<file path="config.mk">
export PLATFORM = sky130hd
export DESIGN_NAME = usb_hid_control_request_responder
export DESIGN_NICKNAME = d
export VERILOG_FILES = /design/src/uhid_pkg.sv /design/src/usb_hid_control_request_responder.sv
export SDC_FILE = /design/constraint.sdc
export NUM_CORES = 1
export LEC_CHECK = 0
export BUFFER_PORTS_ARGS = -buffer_cell sky130_fd_sc_hd__buf_2
export CAP_MARGIN = 30
export CORE_ASPECT_RATIO = 0.8
export CORE_MARGIN = 1.5
export CORE_UTILIZATION = 55
export CTS_BUF_LIST = sky130_fd_sc_hd__clkbuf_4
export CTS_CLUSTER_SIZE = 25
export DETAILED_ROUTE_END_ITERATION = 8
export HOLD_SLACK_MARGIN = 0.06
export PLACE_DENSITY = 0.77
export SLEW_MARGIN = 10
export SYNTH_ARGS = -nofsm -noshare
export SYNTH_HDL_FRONTEND = slang
export SYNTH_SLANG_ARGS = --single-unit
</file>
<file path="constraint.sdc">
create_clock -name i_clk -period 5.2 [get_ports i_clk]
set_input_delay 0.52 -clock i_clk [delete_from_list [all_inputs] [get_ports i_clk]]
set_output_delay 0.52 -clock i_clk [all_outputs]
set_load 0.02 [all_outputs]
</file>
<file path="src/uhid_pkg.sv">
// Package for the HID control request responder: types, codes and constants.
// Used by usb_hid_control_request_responder.
`default_nettype none
package uhid_pkg;
    localparam int DirEntries = 8;
    localparam int SlotW = 3;
    localparam int MaxPacket = 64;
    localparam int MaxRes = 4;

    localparam logic [1:0] ACT_BUS_RESET = 2'd0;
    localparam logic [1:0] ACT_SETUP     = 2'd1;
    localparam logic [1:0] ACT_LOAD      = 2'd2;
    localparam logic [1:0] ACT_IGNORED   = 2'd3;

    localparam logic [1:0] KIND_STALL  = 2'd0;
    localparam logic [1:0] KIND_STATUS = 2'd1;
    localparam logic [1:0] KIND_MEMORY = 2'd2;
    localparam logic [1:0] KIND_INLINE = 2'd3;

    localparam logic [7:0] REQ_GET_STATUS   = 8'h00;
    localparam logic [7:0] REQ_SET_ADDRESS  = 8'h05;
    localparam logic [7:0] REQ_GET_DESC     = 8'h06;
    localparam logic [7:0] REQ_GET_CONFIG   = 8'h08;
    localparam logic [7:0] REQ_SET_CONFIG   = 8'h09;
    localparam logic [7:0] CLS_GET_REPORT   = 8'h01;
    localparam logic [7:0] CLS_GET_IDLE     = 8'h02;
    localparam logic [7:0] CLS_GET_PROTOCOL = 8'h03;
    localparam logic [7:0] CLS_SET_REPORT   = 8'h09;
    localparam logic [7:0] CLS_SET_IDLE     = 8'h0A;
    localparam logic [7:0] CLS_SET_PROTOCOL = 8'h0B;

    localparam logic [63:0] FIXED_REPORT = 64'h0000_0000_0701_2621;

    localparam logic CFG_MODE  = 1'b0;
    localparam logic CFG_COUNT = 1'b1;

    typedef enum logic [2:0] {
        ST_IDLE, ST_READ, ST_CHECK, ST_EMIT, ST_OUT
    } t_state;

    typedef struct packed {
        logic [7:0]  desc_len;
        logic [15:0] mem_start;
        logic [15:0] key_index;
        logic [15:0] key_value;
    } t_entry;
endpackage
`default_nettype wire

</file>
<file path="src/usb_hid_control_request_responder.sv">
// Top level of the HID control request responder: setup decode, directory
// search over a synchronous memory, and packet generation. Uses uhid_pkg.
`default_nettype none
//  channel  direction  fields
//  s_axis   in         tuser: action; tdata: setup type, request_code, value,
//                      index, length, entry_slot, entry_address, entry_length
//  m_axis   out        tuser: kind; tdata: memory_address..endpoints_reset;
//                      tlast: last
//  cfg      in         index 0 mode flag, index 1 directory count
// A setup request reads and compares each directory entry searched (read,
// compare) and then stages and presents each result packet (stage, present);
// other requests present their one result the cycle after the transfer.
// Bus reset and loads need no further states. Reset restores the request state;
// the directory is undefined until loaded. A stalled output holds the packet.
module usb_hid_control_request_responder
    import uhid_pkg::*;
(
    input  wire logic         i_clk,
    input  wire logic         i_rst_n,
    input  wire logic         i_cfg_we,
    input  wire logic         i_cfg_index,
    input  wire logic [3:0]   i_cfg_data,
    input  wire logic         s_axis_tvalid,
    output logic              s_axis_tready,
    // action[1:0]
    input  wire logic [1:0]   s_axis_tuser,
    // setup type[7:0], request_code[15:8], value[31:16], index[47:32],
    // length[63:48], entry_slot[66:64], entry_address[82:67],
    // entry_length[90:83], zero fill to 96
    input  wire logic [95:0]  s_axis_tdata,
    output logic              m_axis_tvalid,
    input  wire logic         m_axis_tready,
    // response_kind[1:0]
    output logic [1:0]        m_axis_tuser,
    // memory_address[15:0], byte_count[22:16], inline_bytes[86:23],
    // inline_count[90:87], device_address[97:91], address_enabled[98],
    // configuration_value[106:99], endpoints_reset[107], zero fill to 112
    output logic [111:0]      m_axis_tdata,
    output logic              m_axis_tlast
);
    t_state r_state, n_state;
    logic        r_mode;
    logic [3:0]  r_count;
    logic [7:0]  r_config, r_idle, r_proto;
    logic [6:0]  r_addr;
    logic        r_addr_en;
    t_entry      r_mem [DirEntries];
    t_entry      r_rd;
    logic [SlotW:0] r_i;
    logic [15:0] r_val, r_idx, r_hlen;
    logic [15:0] r_pa;
    logic [7:0]  r_left;
    logic [2:0]  r_k;
    logic [1:0]  r_kind;
    logic [6:0]  r_cnt;
    logic [63:0] r_ib;
    logic [3:0]  r_ic;
    logic        r_epr, r_last;

    wire logic [1:0]  in_act  = s_axis_tuser;
    wire logic [7:0]  in_rt   = s_axis_tdata[7:0];
    wire logic [7:0]  in_code = s_axis_tdata[15:8];
    wire logic [15:0] in_val  = s_axis_tdata[31:16];
    wire logic [15:0] in_idx  = s_axis_tdata[47:32];
    wire logic [15:0] in_len  = s_axis_tdata[63:48];
    wire logic [2:0]  in_slot = s_axis_tdata[66:64];
    wire logic [15:0] in_ea   = s_axis_tdata[82:67];
    wire logic [7:0]  in_el   = s_axis_tdata[90:83];

    logic acc, out_fire;
    assign s_axis_tready = (r_state == ST_IDLE);
    assign acc = s_axis_tvalid && s_axis_tready;
    assign m_axis_tvalid = (r_state == ST_OUT);
    assign out_fire = m_axis_tvalid && m_axis_tready;

    logic [SlotW:0] lim;
    assign lim = (r_count > 4'(DirEntries)) ? (SlotW+1)'(DirEntries) : r_count[SlotW:0];

    // Directory memory: one write port for loads, one registered read.
    always_ff @(posedge i_clk) begin
        if (acc && in_act == ACT_LOAD) begin
            r_mem[in_slot] <= '{in_el, in_ea, in_idx, in_val};
        end
        r_rd <= r_mem[r_i[SlotW-1:0]];
    end

    logic hit;
    assign hit = (r_rd.key_value == r_val) && (r_rd.key_index == r_idx);
    logic [7:0] hcap, tlen, n_bytes;
    assign hcap = (r_hlen > 16'd255) ? 8'd255 : r_hlen[7:0];
    assign tlen = (hcap > r_rd.desc_len) ? r_rd.desc_len : hcap;
    assign n_bytes = (r_left > 8'(MaxPacket)) ? 8'(MaxPacket) : r_left;

    always_comb begin
        n_state = r_state;
        unique case (r_state)
            ST_IDLE: begin
                if (acc && in_act == ACT_SETUP) begin
                    n_state = (in_rt[6:5] == 2'd0 && in_code == REQ_GET_DESC && lim != '0)
                              ? ST_READ : ST_OUT;
                end
            end
            ST_READ:  n_state = ST_CHECK;
            ST_CHECK: begin
                priority if (hit) n_state = ST_EMIT;
                else if (r_i + 1'b1 >= lim) n_state = ST_OUT;
                else n_state = ST_READ;
            end
            ST_EMIT:  n_state = ST_OUT;
            ST_OUT:   if (out_fire) n_state = r_last ? ST_IDLE : ST_EMIT;
            default:  n_state = ST_IDLE;
        endcase
    end

    always_ff @(posedge i_clk) begin
        if (!i_rst_n) begin
            r_state <= ST_IDLE; r_mode <= 1'b0; r_count <= '0;
            r_config <= '0; r_idle <= '0; r_proto <= 8'd1;
            r_addr <= '0; r_addr_en <= 1'b0; r_i <= '0; r_last <= 1'b0;
        end else begin
            r_state <= n_state;
            if (i_cfg_we) begin
                if (i_cfg_index == CFG_MODE) r_mode <= i_cfg_data[0];
                else r_count <= i_cfg_data;
            end
            if (acc && in_act == ACT_BUS_RESET) r_config <= '0;
            if (acc && in_act == ACT_SETUP) begin
                r_val <= in_val; r_idx <= in_idx; r_hlen <= in_len;
                r_i <= '0; r_k <= '0;
                r_kind <= KIND_STALL; r_cnt <= '0; r_ib <= '0; r_ic <= '0;
                r_pa <= '0; r_epr <= 1'b0; r_last <= 1'b1;
                if (in_rt[6:5] == 2'd0) begin
                    priority if (in_code == REQ_GET_DESC) begin
                        // The search follows; a miss keeps the staged stall result.
                    end else if (in_code == REQ_SET_CONFIG && !in_rt[7]
                                 && in_rt[4:0] == 5'd0) begin
                        r_config <= in_val[7:0]; r_kind <= KIND_STATUS; r_epr <= 1'b1;
                    end else if (in_code == REQ_SET_ADDRESS) begin
                        r_addr <= in_val[6:0]; r_addr_en <= 1'b1;
                        r_kind <= KIND_STATUS;
                    end else if (in_code == REQ_GET_CONFIG && in_rt[7]
                                 && in_rt[4:0] == 5'd0) begin
                        r_kind <= KIND_INLINE; r_ib <= {56'd0, r_config}; r_ic <= 4'd1;
                    end else if (in_code == REQ_GET_STATUS) begin
                        r_kind <= KIND_INLINE; r_ic <= 4'd2;
                    end else begin
                    end
                end else if (in_rt[6:5] == 2'd1) begin
                    if (in_rt[7]) begin
                        priority if (in_code == CLS_GET_REPORT && r_mode) begin
                            r_kind <= KIND_INLINE; r_ib <= FIXED_REPORT; r_ic <= 4'd8;
                        end else if (in_code == CLS_GET_IDLE) begin
                            r_kind <= KIND_INLINE; r_ib <= {56'd0, r_idle}; r_ic <= 4'd1;
                        end else if (in_code == CLS_GET_PROTOCOL) begin
                            r_kind <= KIND_INLINE; r_ib <= {56'd0, r_proto}; r_ic <= 4'd1;
                        end else begin
                        end
                    end else begin
                        priority if (in_code == CLS_SET_REPORT) begin
                            r_kind <= KIND_STATUS;
                        end else if (in_code == CLS_SET_IDLE) begin
                            r_idle <= in_val[15:8]; r_kind <= KIND_STATUS;
                        end else if (in_code == CLS_SET_PROTOCOL) begin
                            r_proto <= in_val[7:0]; r_kind <= KIND_STATUS;
                        end else begin
                        end
                    end
                end
            end
            if (r_state == ST_CHECK) begin
                if (hit) begin
                    r_pa <= r_rd.mem_start; r_left <= tlen;
                end else begin
                    r_i <= r_i + 1'b1;
                end
            end
            if (r_state == ST_EMIT) begin
                r_kind <= KIND_MEMORY;
                r_cnt <= n_bytes[6:0];
                r_left <= r_left - n_bytes;
                r_k <= r_k + 3'd1;
                r_last <= !(((r_left != n_bytes) || (n_bytes == 8'(MaxPacket)))
                            && (r_k + 3'd1 < 3'(MaxRes)));
            end
            if (out_fire && !r_last) r_pa <= r_pa + 16'(r_cnt);
        end
    end

    assign m_axis_tdata = {4'b0000, r_epr, r_config, r_addr_en, r_addr, r_ic, r_ib,
                           r_cnt, r_pa};
    assign m_axis_tuser = r_kind;
    assign m_axis_tlast = r_last;

`ifndef SYNTHESIS
    a_tready_idle: assert property (@(posedge i_clk) disable iff (!i_rst_n)
        s_axis_tready |-> !m_axis_tvalid) else $error("accepting while output busy");
    a_cnt_max: assert property (@(posedge i_clk) disable iff (!i_rst_n)
        m_axis_tvalid |-> r_cnt <= 7'(MaxPacket)) else $error("packet too long");
    a_pkt_max: assert property (@(posedge i_clk) disable iff (!i_rst_n)
        m_axis_tvalid && r_k == 3'(MaxRes) |-> m_axis_tlast) else $error("too many packets");
    a_search: assert property (@(posedge i_clk) disable iff (!i_rst_n)
        r_state == ST_CHECK |-> r_i < lim) else $error("search past directory");
`endif
endmodule
`default_nettype wire

</file>
[Word level (Yosys, flattened, before mapping)]
Memories as Yosys holds them, arrays and structs flattened. A register that Yosys moved wholly into a read port is not among the register bits.
Cells that the tools add are included.
Storage, ports and cells
  flip-flop bits (word level): 198
  memory bits (writable): 448
  word-level logic and storage cells: 170
  memories kept: 1
Memories
  r_mem: depth 8, width 56, read ports 1, clocked after memory_dff 1, wr ports 1, RTL line usb_hid_control_request_responder.sv:47  | t_entry r_mem [DirEntries];
Operators by class
  $add $sub $neg: 4
  order comparisons: 6
  equal/unequal tests: 22
  muxes and demuxes: 71
  bitwise logic cells: 7
  reductions and logical operators: 38
Operator list (count)
  $mux 8: 17
  $mux 27: 3
  $mux 16: 4
  $mux 64: 1
  $mux 2: 18
  $eq 16x16->1: 2
  $eq 8x4->1 const B: 4
  $mux 4: 8
  $mux 3: 7
  $add 16x7->16: 1
  $eq 8x2->1 const B: 2
  $eq 8x3->1 const B: 2
  $gt 16x8->1 const B: 1
  $logic_and 1x1->1: 15
  $pmux 3 s5: 1
  $mux 7: 2
  $mux 1: 10
  $reduce_and 2->1: 5
  $eq 8x1->1 const B: 1
  $eq 8x7->1 const B: 1
  $gt 8x7->1 const B: 1
  $gt 8x8->1: 1
  $logic_not 8->1: 1
  $ne 8x8->1: 1
  other kinds (25): 39

[Logic depth before layout (Yosys ltp)]
Gate-level depths: netlist of the first run.
  depth in word-level cells: 9
  gate-level depth with buffers: 11
  mapped depth without buffers: 10

[Worst setup path after synthesis of the first run]
No wires, ideal clock.
  path kind: register -> register
  start point: register r_state[2]
  end point: memory r_mem[1][0] (netlist bit), enable pin
  arrival: 5284 ps
  required time: 4661 ps
  slack: -623 ps
  stages on the path, launching flop included: 6
  path buffers: 0
  path through: dfxtp_1 -> nor3_1 -> nand2_1 -> nor2_1 -> nand3_1 -> nor3_1
On the way
  cells in the longest elaborated chain, start to end: 5
Ends and longest elaborated chain
  start, declared: RTL line usb_hid_control_request_responder.sv:41  | t_state r_state, n_state;
  start signal, assigned: RTL line usb_hid_control_request_responder.sv:121  | r_state <= n_state;
  $logic_not 3->1: RTL line usb_hid_control_request_responder.sv:71  | assign s_axis_tready = (r_state == ST_IDLE);
  via s_axis_tready: RTL line usb_hid_control_request_responder.sv:24  | output logic s_axis_tready,
  $logic_and 1x1->1: RTL line usb_hid_control_request_responder.sv:72  | assign acc = s_axis_tvalid && s_axis_tready;
  $logic_and 1x1->1: RTL line usb_hid_control_request_responder.sv:81  | if (acc && in_act == ACT_LOAD) begin
  $mux 1: RTL line usb_hid_control_request_responder.sv:81
  $mux 1 (implied by the code): RTL line usb_hid_control_request_responder.sv:82  | r_mem[in_slot] <= '{in_el, in_ea, in_idx, in_val};
  end, declared: RTL line usb_hid_control_request_responder.sv:47
The timed path passes the listed nets, and every way through them passes these cells.

[Worst setup path after layout of the first run]
  start point: register r_state[2]
  end point: memory r_mem[6][30] (netlist bit), enable pin
On the way
  cells in the longest elaborated chain, start to end: 5
Ends and longest elaborated chain (RTL line)
  $logic_not 3->1: usb_hid_control_request_responder.sv:71
  $logic_and 1x1->1: usb_hid_control_request_responder.sv:72
  $logic_and 1x1->1: usb_hid_control_request_responder.sv:81
  $mux 1: usb_hid_control_request_responder.sv:81
  $mux 1 (implied by the code): usb_hid_control_request_responder.sv:82
Every way passes these cells.

==> results.txt, run 1 <==
Clk slew on worst S/H paths = 0.07 ns
CTS tree = done
PortBufs = 165
Root Buffer Master = clkbuf_4
Layout cells sized above 1 = 33.4%
Post-detailed-route via-to-cell ratio = 5.56
First-pass GRT wire length = 81400 um
P&R area growth vs syn = 17.2%
Slew Limit Fails = 0
Maximum net fanout on the critical path = 48
Area contributors post-synth = edfxtp_1 64%, mux4_2 9.9%, dfxtp_1 7.9%, mux2_2 2.5%, buf_4 1.9%
Crit-path max cell delay = 0.74 ns
Fin Clk Skew = 0.0657 ns
CTS Sinks = 645
Unrepaired setup endpoints after global routing = false
DIE AREA = 47600 um2
Initial Util = 55.7%
CP delay by family, top = simple AND/OR/NAND/NOR gates
H-tree depth = 4
Core area = 45600 um2
Number of fill cells = 3038
Post-route minimum period = 3.30 ns
TritonRoute pass-1 iters = 5
Initial antenna violation count = 4
Endpoint type of the worst setup path = flip-flop
Max Fclk = 303 MHz
Mean Syn Cell Area = 17.9 um2
Ys async rst share = 0%
Critical Path, Cell by Cell = nor3_1 > nand2_1 > nor2_1 > nand3b_1 > nor2_4 > buf_4
Fin crit share = 63.4%
Yosys warnings = 0
CTS max path bufs = 3
Clock latency on the worst-skew pair = 0.85 ns
Synthesized area = 25400 um2
I/O pins = 225
DRT antenna net count = 0
Total Routed Length = 52300 um
Most frequent cells in the layout = 544 x edfxtp_1, 228 x clkbuf_4, 165 x buf_2
Final Hold Vio Count = 0
Post-synth top area share = 64.2%
Gr usage total = 22.5%
Hold Path Class = input pin to flip-flop
Setup TNS = 0 ns
Combined buffer and inverter count along the critical path = 1
Largest net degree at the start of global routing = 69
Dominant synthesized flop cell = edfxtp_1
VDD IR max = 0.000227 V
Outcome = finished clean
Sequential cell area fraction in the yosys report = 72.2%
Worst Max-Slew Pin Slew = 0.828 ns
Total setup buffers inserted after CTS = 0
Static Leakage = 10.3 nW
Die Wd = 243 um
Remaining DRCs = 0
Routed WL per cell = 20.7 um
Fin util = 65.3%
Cell variety after synth = 68
Startpoint Class = flip-flop
Post-DP HPWL = 30500 um
CP required = 5.61 ns
Synth Register Bits = 645
Number of gates resized after cts = 0
Gr ovfl total = 0
Worst path slowest cell = buf_4
Final Wtd Congestion = 0.889
Site row count = 70
TritonCTS Buffers = 151
Max-Cap Viols = 0
Number of global-route vias before repair = 14.5k
Worst EP arrival = 3.71 ns
Number of enable flip-flop cells after synthesis = 544
Routed vias = 14.0k
Slew headroom = 44.8%
Post-Synthesis Cells = 1420
Power Dens Cells = 346 nW/um2
Nets = 1914
Commonest non-fill, non-tap cell in the layout = edfxtp_1
Cts hold-fix bufs = 87
CP Class = flip-flop to flip-flop
Die Ht = 195 um
Synth area leader = edfxtp_1
# setup viols final = 0
DR iter-0 viols = 1118
cell type report:
| type | count | area, um2 | share of cell area [%] |
|---|---|---|---|
| clock buffers | 228 | 1710 | 5.74 |
| clock inverters | 50 | 312 | 1.05 |
| flip-flops and latches | 645 | 18400 | 61.6 |
| diodes | 4 | 10.0 | 0.0336 |
| inverters | 12 | 45.0 | 0.151 |
| multi-input cells | 697 | 6600 | 22.1 |
| repair buffers | 276 | 2000 | 6.70 |
| well taps | 612 | 766 | 2.57 |
cells by family (layout without fill, tap and decap cells):
kind of cell | after synthesis | after routing | synth area share [%]
AOI/OAI and AO/OA | 124 | 124 | 3.16
xor gates and xnor gates | 43 | 43 | 1.48
adders and majority gates | 23 | 23 | 1.16
buffers and inverters | 131 | 566 | 2.94
DFF | 645 | 645 | 72.2
muxes | 203 | 203 | 13.8
other | 2 | 59 | 0.0295
and+or+nand+nor | 249 | 249 | 5.28
per-stage QoR:
stage | hold slack (ns) | power (W) | std cells | worst slack [ns] | instance area [um2]
floorplan | 0.442 | 0.00608 | 1473 | 0.874 | 25600
CTS | 0.0623 | 0.0104 | 2519 | 1.88 | 29800
global route | 0.0739 | 0.0107 | 2523 | 1.73 | 29800
global placement | 0.448 | 0.00621 | 2151 | 2.09 | 26800
finish | 0.156 | 0.0103 | 2524 | 1.90 | 29800
detailed placement | 0.458 | 0.00623 | 2154 | 1.99 | 26900
path summary, 6_finish.rpt:
path	startpoint	endpoint	slack, ns	depth (start not counted)
worst max-delay path	r_state[2]$_SDFFE_PN0P_	r_mem[6][30]$_DFFE_PP_	1.90	6
worst min-delay path	s_axis_tdata[10]	r_ic[1]$_SDFFCE_PP0P_	0.16	2
worst max register to register	r_state[2]$_SDFFE_PN0P_	r_mem[6][30]$_DFFE_PP_	1.90	6
worst min register to register	r_addr_en$_SDFFE_PN0P_	r_addr_en$_SDFFE_PN0P_	0.47	1
cell usage after synthesis, types with 4 or more instances:
| cell | number |
|---|---|
| edfxtp_1 | 544 |
| mux4_2 | 112 |
| dfxtp_1 | 101 |
| buf_4 | 63 |
| nand2_1 | 61 |
| mux2_2 | 56 |
| o21ai_0 | 45 |
| nor2_1 | 41 |
| clkbuf_1 | 38 |
| xor2_1 | 38 |
| mux2i_1 | 35 |
| nor2b_1 | 30 |
| nand3_1 | 29 |
| ha_1 | 22 |
| a21oi_1 | 21 |
| nor4_1 | 13 |
| and3_1 | 12 |
| inv_1 | 12 |
| nor3_1 | 11 |
| a221o_1 | 10 |
| nand2b_1 | 10 |
| or2_2 | 10 |
| buf_2 | 9 |
| buf_1 | 8 |
| a21o_1 | 7 |
| a21boi_0 | 6 |
| nand4_1 | 6 |
| o211ai_1 | 6 |
| xnor2_1 | 5 |
| o21a_1 | 4 |
worst register-to-register path, stage by stage, from the launching register on:
cell and delay [ns]:
dfxtp_1 0.36, nor3_1 0.53, nand2_1 0.22, nor2_1 0.18
nand3b_1 0.34, nor2_4 0.46, buf_4 0.74
per-layer routing:
layer  GRT usage [%]  wire length (um)  vias up
li1                -                 -     6324
met1            31.2             22500     7089
met2            35.8             25400      535
met3            5.44              3550       74
met4            6.60               846        2
met5               0                13        -
flip-flops by register name, summed over array words and instances, names as in the netlist, 9 cells and up:
register  count
r_mem       448
r_rd         56
r_hlen       16
r_idx        16
r_pa         16
r_val        16
r_ib          9
power breakdown:
part	internal [W]	total, W	switching (W)
registers	0.00566	0.00570	0.0000389
clock network	0.00221	0.00413	0.00192
logic	0.000181	0.000469	0.000288
total	0.00806	0.0103	0.00225
Note: power is estimated with default switching activity, not from simulation.
==> run 2: changes to the inputs <==
Settings changed: PLACE_DENSITY 0.77 to 0.75.
Clock period 5.2 ns to 3.1 ns, I/O delays scaled along.
==> run 2 against run 1 <==
Critical path depth rose by 4. Non-clock buffer count grew 25. Total power grew 72%. Final cell count is 1.3% higher. Utilization rose by 0.98 points. Global-route usage up 0.25 points. Via count is 0.74% higher. Maximum frequency is 16% higher. Largest power group unchanged.
==> results.txt, run 2 (same netlist as run 1, synthesis figures left out) <==
Outcome = finished clean
Post-DP HPWL = 29000 um (-5.1%)
Layout cells sized above 1 = 33.9% (+0.44 points)
DIE AREA = 47600 um2 (unchanged)
Met2 WL = 25800 um (+1.4%)
CTS tree = done
Max reg flops = 448 (unchanged)
Core area = 45600 um2 (unchanged)
DRT antenna net count = 0 (unchanged)
Post-detailed-route via-to-cell ratio = 5.53 (-0.56%)
# setup viols final = 0 (unchanged)
P&R area growth vs syn = 19.0%
Endpoint type of the worst setup path = flip-flop
Final Wtd Congestion = 0.864 (-2.8%)
CP Class = flip-flop to flip-flop
Clock latency on the worst-skew pair = 0.85 ns (about the same)
Die Ht = 195 um (unchanged)
Number of global-route vias before repair = 14.4k (-0.45%)
Unrepaired setup endpoints after global routing = false
Die Wd = 243 um (unchanged)
Initial antenna violation count = 6 (+2)
Setup TNS = 0 ns (unchanged)
Static Leakage = 10.5 nW (+2.0%)
Gr usage total = 22.8% (+0.25 points)
Max Used Layer = met5
Power Dens Cells = 587 nW/um2 (+70%)
Fin util = 66.3% (+0.98 points)
Slew Limit Fails = 0 (unchanged)
Total Routed Length = 53300 um (+1.9%)
Initial Util = 55.7% (unchanged)
DR iter-0 viols = 1008 (-9.8%)
Int Power = 0.0139 W (+73%)
Final Hold Vio Count = 0 (unchanged)
Worst EP arrival = 3.45 ns (-0.26 ns)
Commonest non-fill, non-tap cell in the layout = edfxtp_1
Gr ovfl total = 0 (unchanged)
Dpl cell area = 27000 um2 (+0.39%)
PortBufs = 165 (unchanged)
First-pass GRT wire length = 81600 um (+0.30%)
Fin Clk Skew = 0.0625 ns (-0.00326 ns)
Remaining DRCs = 0 (unchanged)
Biggest regs = r_mem: 448 flops, r_rd: 56 flops
CTS Sinks = 645 (unchanged)
Final instance area = 30300 um2 (+1.5%)
H-tree depth = 4 (unchanged)
Root Buffer Master = clkbuf_4
Total setup buffers inserted after CTS = 0 (unchanged)
Clk slew on worst S/H paths = 0.07 ns (about the same)
TritonRoute pass-1 iters = 5 (unchanged)
TritonCTS Buffers = 155 (+2.6%)
Combinational power share = 4.6% (about the same)
Routed vias = 14.1k (+0.74%)
Hold Path Class = input pin to flip-flop
Met1 WL = 22600 um (+0.64%)
Maximum net fanout on the critical path = 9 (-81%)
CTS max path bufs = 3 (unchanged)
Nets = 1943 (+1.5%)
Max-Cap Viols = 0 (unchanged)
Switching Fraction = 21.6% (-0.17 points)
Clk pwr share = 41.5% (+1.4 points)
Flop pwr share = 53.9% (-1.4 points)
Max Fclk = 351 MHz (+16%)
Worst Max-Slew Pin Slew = 0.824 ns (-0.00369 ns)
VDD IR max = 0.000268 V (+18%)
I/O pins = 225 (unchanged)
Startpoint Class = flip-flop
Largest net degree at the start of global routing = 93 (+35%)
Most frequent cells in the layout = 544 x edfxtp_1, 243 x clkbuf_4, 165 x buf_2
Largest Register = r_mem
Site row count = 70 (unchanged)
Routed WL per cell = 20.9 um (+0.58%)
Sw Pwr = 0.00384 W (+71%)
Fin crit share = 92.0% (+29 points)
Post-route minimum period = 2.85 ns (-0.447 ns)
Slew headroom = 44.9% (about the same)
CP required = 3.70 ns (-1.91 ns)
Met3 wire length = 4010 um (+13%)
## run 2: cell count changes in the layout (fill, tap and decap cells not counted), moves of 3 or more
cell / previous run / this run
clkinv_1: 35 / 29
inv_2: 5 / 2
buf_12: 8 / 13
dlygate4sd3_1: 87 / 108
clkbuf_4: 228 / 243
## run 2: final timing paths
check / from / end / slack [ns] / depth (start not counted)
min reg2reg: r_proto[0]$_SDFFE_PN1P_ / r_proto[0]$_SDFFE_PN1P_ / 0.48 / 2
max: r_hlen[14]$_DFFE_PP_ / r_left[0]$_DFFE_PP_ / 0.25 / 10
max reg2reg: r_hlen[14]$_DFFE_PP_ / r_left[0]$_DFFE_PP_ / 0.25 / 10
min: s_axis_tdata[49] / r_hlen[1]$_DFFE_PP_ / 0.17 / 2
## run 2: worst max-delay path, cell delays in order, from the launching register on
cell and delay [ns]:
edfxtp_1 0.36, nor4_1 0.33, nand2_1 0.24, or2_2 0.36
ha_1 0.33, nand4_1 0.13, nor2_1 0.17, a21oi_1 0.07
or2_2 0.37, nor3_1 0.15, o21ai_0 0.10
## run 2: layout make-up
type,instances,area (um2)
flip-flops and latches,645,18400
fillers,3001,15400
multi-input cells,697,6610
repair buffers,301,2280
clock buffers,243,1820
well taps,612,766
clock inverters,44,354
inverters,12,45.0
diodes,3,7.51
## run 2: per-stage QoR
step / hold WS (ns) / total power, W / setup slack, ns / cells
after global placement: 0.444 / 0.0104 / 0.286 / 2159
after global routing: 0.103 / 0.0185 / 0.00316 / 2556
after detailed placement: 0.453 / 0.0105 / 0.318 / 2159
final: 0.175 / 0.0177 / 0.248 / 2557
after floorplan: 0.409 / 0.0102 / -0.00636 / 1473
after CTS: 0.0604 / 0.0179 / 0.320 / 2554
## run 2: power groups by stage
stage               combinational, W  sequential (W)  clock [W]
global placement            0.000677         0.00975          0
finish                      0.000813         0.00957    0.00737
CTS                         0.000809         0.00957    0.00756
floorplan                   0.000423         0.00978          0
detailed placement          0.000698         0.00976          0
global route                0.000883         0.00957    0.00800
## run 2: routing by layer
metal | global-route usage, % | vias up
li1 | - | 6383
met1 | 31.3 | 7114
met2 | 36.2 | 546
met3 | 5.79 | 81
met4 | 7.18 | 4
met5 | 0 | -
## run 2: timing repair
item / 4_1_cts / 5_1_grt
hold buffers: 108 / 0
endpoints found under the hold margin: 582 / 0
gates resized for setup: 0 / 0
